## config.mk

```make
export PLATFORM = sky130hd
export DESIGN_NAME = alag_cell
export DESIGN_NICKNAME = d
export VERILOG_FILES = /design/src/alag_pkg.sv /design/src/alag_cell.sv
export SDC_FILE = /design/constraint.sdc
export NUM_CORES = 2
export LEC_CHECK = 0
export BUFFER_PORTS_ARGS = -buffer_cell sky130_fd_sc_hd__clkbuf_2
export CORE_MARGIN = 2
export CORE_UTILIZATION = 60
export DETAILED_ROUTE_END_ITERATION = 10
export GPL_TIMING_DRIVEN = 0
export PLACE_DENSITY_LB_ADDON = 0.2
export SYNTH_ARGS = -nofsm -noshare
export SYNTH_HDL_FRONTEND = slang
export SYNTH_SLANG_ARGS = --single-unit
```

## constraint.sdc

```tcl
create_clock -name i_clk -period 23.8 [get_ports i_clk]
set_clock_uncertainty 0.05 [all_clocks]
set_input_delay 4.76 -clock i_clk [delete_from_list [all_inputs] [get_ports i_clk]]
set_output_delay 4.76 -clock i_clk [all_outputs]
set_load 0.02 [all_outputs]
```

## src/alag_pkg.sv

```systemverilog
`default_nettype none
package alag_pkg;

    localparam int MAX_VECTORS  = 8;
    localparam int MAX_ELEMENTS = 256;
    localparam int MAX_ROWS     = 256;

    localparam logic [1:0] OP_LOAD_INPUT  = 2'd0;
    localparam logic [1:0] OP_LOAD_WEIGHT = 2'd1;
    localparam logic [1:0] OP_LOAD_BIAS   = 2'd2;
    localparam logic [1:0] OP_COMPUTE     = 2'd3;

    localparam logic [1:0] CFG_VECTOR_COUNT  = 2'd0;
    localparam logic [1:0] CFG_ELEMENT_COUNT = 2'd1;
    localparam logic [1:0] CFG_INPUT_IS_BYTE = 2'd2;
    localparam logic [1:0] CFG_BIAS_CODE     = 2'd3;

    localparam logic [1:0] BIAS_ONE_BYTE   = 2'd0;
    localparam logic [1:0] BIAS_TWO_BYTES  = 2'd1;
    localparam logic [1:0] BIAS_FOUR_BYTES = 2'd2;

    // weight token travelling down the cell chain
    typedef struct packed {
        logic        valid;
        logic [15:0] weight;
    } t_tok;

    // broadcast control from the sequencer to every cell
    typedef struct packed {
        logic        clr;
        logic        is_byte;
        logic [31:0] init;
    } t_ctl;

    function automatic logic [31:0] bias_ext(input logic [31:0] raw, input logic [1:0] code);
        logic [31:0] r;
        case (code)
            BIAS_ONE_BYTE:  r = {{24{raw[7]}}, raw[7:0]};
            BIAS_TWO_BYTES: r = {{16{raw[15]}}, raw[15:0]};
            default:        r = raw;
        endcase
        return r;
    endfunction

endpackage
`default_nettype wire

```

## src/alag_cell.sv

```systemverilog
`default_nettype none
module alag_cell #(
    parameter int MAX_ELEMENTS = alag_pkg::MAX_ELEMENTS,
    localparam int EW = (MAX_ELEMENTS > 1) ? $clog2(MAX_ELEMENTS) : 1
) (
    input  wire logic            i_clk,
    input  wire logic            i_rst_n,
    input  wire alag_pkg::t_ctl  i_ctl,
    input  wire alag_pkg::t_tok  i_tok,
    input  wire logic [EW-1:0]   i_elem,
    output alag_pkg::t_tok       o_tok,
    output logic [EW-1:0]        o_elem,
    input  wire logic            i_wr_en,
    input  wire logic [EW-1:0]   i_wr_addr,
    input  wire logic [15:0]     i_wr_data,
    output logic [31:0]          o_acc
);

    logic [15:0]    r_xmem [MAX_ELEMENTS];
    alag_pkg::t_tok r_tok;
    logic [EW-1:0]  r_elem;
    logic [15:0]    r_x;
    logic           r_pvalid;
    logic [31:0]    r_prod;
    logic [31:0]    r_acc;
    logic [15:0]    w_x;

    always_ff @(posedge i_clk) begin
        if (i_wr_en) begin
            r_xmem[i_wr_addr] <= i_wr_data;
        end
        r_x <= r_xmem[i_elem];
    end

    assign w_x = i_ctl.is_byte ? {{8{r_x[7]}}, r_x[7:0]} : r_x;

    always_ff @(posedge i_clk) begin
        if (!i_rst_n) begin
            r_tok.valid <= 1'b0;
            r_pvalid    <= 1'b0;
        end else begin
            r_tok.valid <= i_tok.valid;
            r_pvalid    <= r_tok.valid;
        end
        r_tok.weight <= i_tok.weight;
        r_elem       <= i_elem;
        r_prod       <= 32'($signed(r_tok.weight)) * 32'($signed(w_x));
    end

    always_ff @(posedge i_clk) begin
        if (i_ctl.clr) begin
            r_acc <= i_ctl.init;
        end else if (r_pvalid) begin
            r_acc <= r_acc + r_prod;
        end
    end

    assign o_tok  = r_tok;
    assign o_elem = r_elem;
    assign o_acc  = r_acc;

endmodule
`default_nettype wire

```

==> results.md <==
- Max-slew violation total from the final report: 0
- Terminating pin of the worst hold path: r_pvalid
- Synthesized instance count: 7,744
- Max-Cap Viols: 1
- Total setup violations reported at the end of the flow: 0
- YS warnings: 0
- Peak VDD IR: 396.4 uV
- Clk_lat worst skew: 1.01 ns
- Post-Synthesis Net Count: 8,206
- Clock tree from TritonCTS: yes
- Setup repair after global routing missed its margin: no
- Total Power Consumption: 21.56 mW
- Kind of start point of the critical path: input port
- Clock slew at the register clock pins of the worst setup and hold paths: 0.06 ns
- Worst hold path depth: 1
- Layout-stage area growth over the synthesis result: 14.00%
- Vias in the first global route: 86.15k
- R2R cell count: 26
- Maximum root-to-sink buffer count: 4
- Arr. time, crit path: 12.48 ns
- Critical path class: in -> reg
- Initial Utilization: 0.6016
- Via-per-instance ratio: 6.840
- Buffers added on ports: 135
- Ratio of cells with drive above 1 in the final layout: 0.3075
- Violated checks: max-capacitance violations
- Number of cells in the finished layout apart from fillers: 12.66k
- Final hold violations: 0
- Height of the die: 537.9 um
- Die ar.: 289,300 um^2
- Vias: 86.56k
- # fillers: 16.86k
- Upper clock frequency limit: 0.08532 GHz
- Reg2reg setup slack: 15.35 ns
- Outcome: complete, but fails checks
- Final worst-path setup slack: 12.08 ns
- Worst R2R Start: r_x[7]
- Resized cells post-CTS: 0
- Pin count of the biggest net entering global routing: 161
- Summed instance area of the synthesized netlist: 171,000 um^2
- Aggregate global routing overflow: 0
- Chip Width: 537.9 um
- Average routed wire per standard cell: 36.78 um
- Nets: 8,982
- Count of nets left with antenna violations after detail routing: 0
- Post-DP HPWL: 305.3 mm
- Leakage power: 63.15 nW
- Most used flip-flop cell after synthesis: sky130_fd_sc_hd__edfxtp_1
- Standard-cell rows: 196
- Cell variety after synth: 50
- Root buf cell: sky130_fd_sc_hd__clkbuf_16
- Endpoint of the worst register-to-register path: r_prod[31]
- Total global-route track usage: 0.3254
- Startpoint of the tightest hold check path: o_tok[16]
- EDFF count, synth: 4,128
- Number of H-tree levels: 5
- Cts-stage hold buffer count: 0
- Global-route wire length before repair: 653.5 mm
- Tightest Pin Transition: 1.487 ns
- Leading cell type in the layout, fill and taps excluded: sky130_fd_sc_hd__edfxtp_1
- PD cells: 110.6 nW/um^2
- Min Clock Period, post-route: 11.72 ns
- RePlAce Congestion: 0.9405
- I/O pin count: 143
- Slew headroom: 0.002861
- Total negative setup slack: 0 ns
- Clock sink total: 4,202
- CP Capture Type: flip-flop
- Class of the tightest hold or removal check: reg -> reg
- Worst endpoint required time: 24.55 ns
- Setup Slack @ Placement: 11.07 ns
- Initial DRC count: 13.29k
- Synthesized area per cell: 22.08 um^2
- Iteration count of the initial detailed-routing pass: 6
- Share of synthesized area occupied by flip-flops and latches: 0.7336
- Register bit total from synthesis: 4,202
- Crit share post-route: 0.4925
- Post-CTS Setup Bufs: 0
- Most frequent cells in the layout: 4,128 x sky130_fd_sc_hd__edfxtp_1, 1,312 x sky130_fd_sc_hd__mux4_2, 418 x sky130_fd_sc_hd__clkbuf_16
- TritonCTS buffer count: 412
- CORE AREA: 284,200 um^2
- Total wire length after detailed routing: 465.4 mm
- Share of synthesized registers carrying an async set or reset: 0
- Highest fanout seen on the critical path: 10
- Post-placement cell count: 11.87k
- Post-route DRC violation count: 0
- Number of antenna violations at the first check in global routing: 47
- Utilization after layout: 0.6859
==> layer usage <==
layer | GRT usage | wire length [um] | vias to the layer above
li1 | - | - | 33409
met1 | 0.4414 | 162300 | 45803
met2 | 0.5104 | 223900 | 6256
met3 | 0.07685 | 54210 | 1065
met4 | 0.1484 | 24850 | 30
met5 | 0 | 191 | -
==> registers in the layout, indices dropped and copies added (netlist names) <==
signal / cells
r_xmem: 4096
r_prod: 32
o_acc: 32
r_pvalid: 1
r_x: 16
o_tok: 17
o_elem: 8
==> cell families (layout without fill, tap and decap cells) <==
kind of cell	count (synthesis)	count (layout)	share of synthesized area
simple gates	752	752	0.01979
mux	1365	1365	0.1759
buf+inv	725	1853	0.01848
other cells	0	21	0
flops	4202	4202	0.7336
xor+xnor	59	59	0.003022
compound gates	265	265	0.01017
fa+ha+maj	376	376	0.03906
==> power by group <==
| group | switching [mW] | leakage [nW] | total, mW | internal [mW] |
|---|---|---|---|---|
| Clock | 2.83 | 6.50 | 6.46 | 3.63 |
| Combinational | 3.99 | 18.9 | 6.73 | 2.75 |
| Sequential | 0.0539 | 37.8 | 8.37 | 8.31 |
==> worst max path at each step <==
stage | startpoint | to | slack (ns) | cells past startpoint
finish | i_ctl[32] | r_prod[31] | 12.08 | 23
floorplan | i_ctl[32] | r_prod[30] | 12.88 | 24
global route | i_ctl[32] | r_prod[30] | 11.77 | 26
CTS | i_ctl[32] | r_prod[31] | 12.06 | 23
global placement | i_ctl[32] | r_prod[31] | 11.06 | 23
detailed placement | i_ctl[32] | r_prod[31] | 11.07 | 23
==> cell usage after synthesis, drive strengths merged (71+ instances only) <==
cell type	instances	share of area
fa	263	0.031
and2	111	0.0041
ha	113	0.0083
clkbuf	188	0.0041
mux4	1312	0.17
buf	209	0.0072
edfxtp	4128	0.72
inv	328	0.0072
nand2	206	0.0045
nor2	298	0.0065
dfxtp	74	0.0087
o21ai	71	0.0021
==> worst max-delay path, stage by stage <==
cell and delay [ns]:
sky130_fd_sc_hd__clkbuf_1 0.19, sky130_fd_sc_hd__o21ai_0 1.06, sky130_fd_sc_hd__clkbuf_1 0.51, sky130_fd_sc_hd__nand2_1 0.16, sky130_fd_sc_hd__fa_1 0.56, sky130_fd_sc_hd__inv_1 0.05, sky130_fd_sc_hd__fa_1 0.49, sky130_fd_sc_hd__fa_1 0.55
sky130_fd_sc_hd__fa_1 0.45, sky130_fd_sc_hd__fa_1 0.51, sky130_fd_sc_hd__inv_1 0.05, sky130_fd_sc_hd__fa_1 0.48, sky130_fd_sc_hd__inv_1 0.05, sky130_fd_sc_hd__ha_1 0.37, sky130_fd_sc_hd__nand3_1 0.13, sky130_fd_sc_hd__nor3_1 0.27
sky130_fd_sc_hd__nand3_1 0.17, sky130_fd_sc_hd__a31oi_1 0.61, sky130_fd_sc_hd__nand4_1 0.24, sky130_fd_sc_hd__a41oi_1 0.31, sky130_fd_sc_hd__o21a_1 0.15, sky130_fd_sc_hd__nor2_1 0.05, sky130_fd_sc_hd__xnor2_1 0.27
==> per-stage QoR <==
stage	hold slack, ns	cell area [um^2]
after detailed placement	0.4150	181500
after global routing	0.4607	194900
after floorplan	0.4449	171000
after CTS	0.4314	194900
final	0.4282	194900
after global placement	0.3945	176400
==> area by class of cell <==
cell class	count	area [um^2]	area share
plain buffers	397	1956	0.01003
inverters	328	1231	0.006315
diodes	21	52.55	0.0002696
flip-flops and latches	4202	125400	0.6435
well taps	3762	4707	0.02415
multi-input cells	2817	43050	0.2208
clock inverters	245	2341	0.01201
clock buffers	521	11030	0.05656
repair buffers	362	5146	0.02640
No activity file was read; power rests on OpenSTA's default activity.
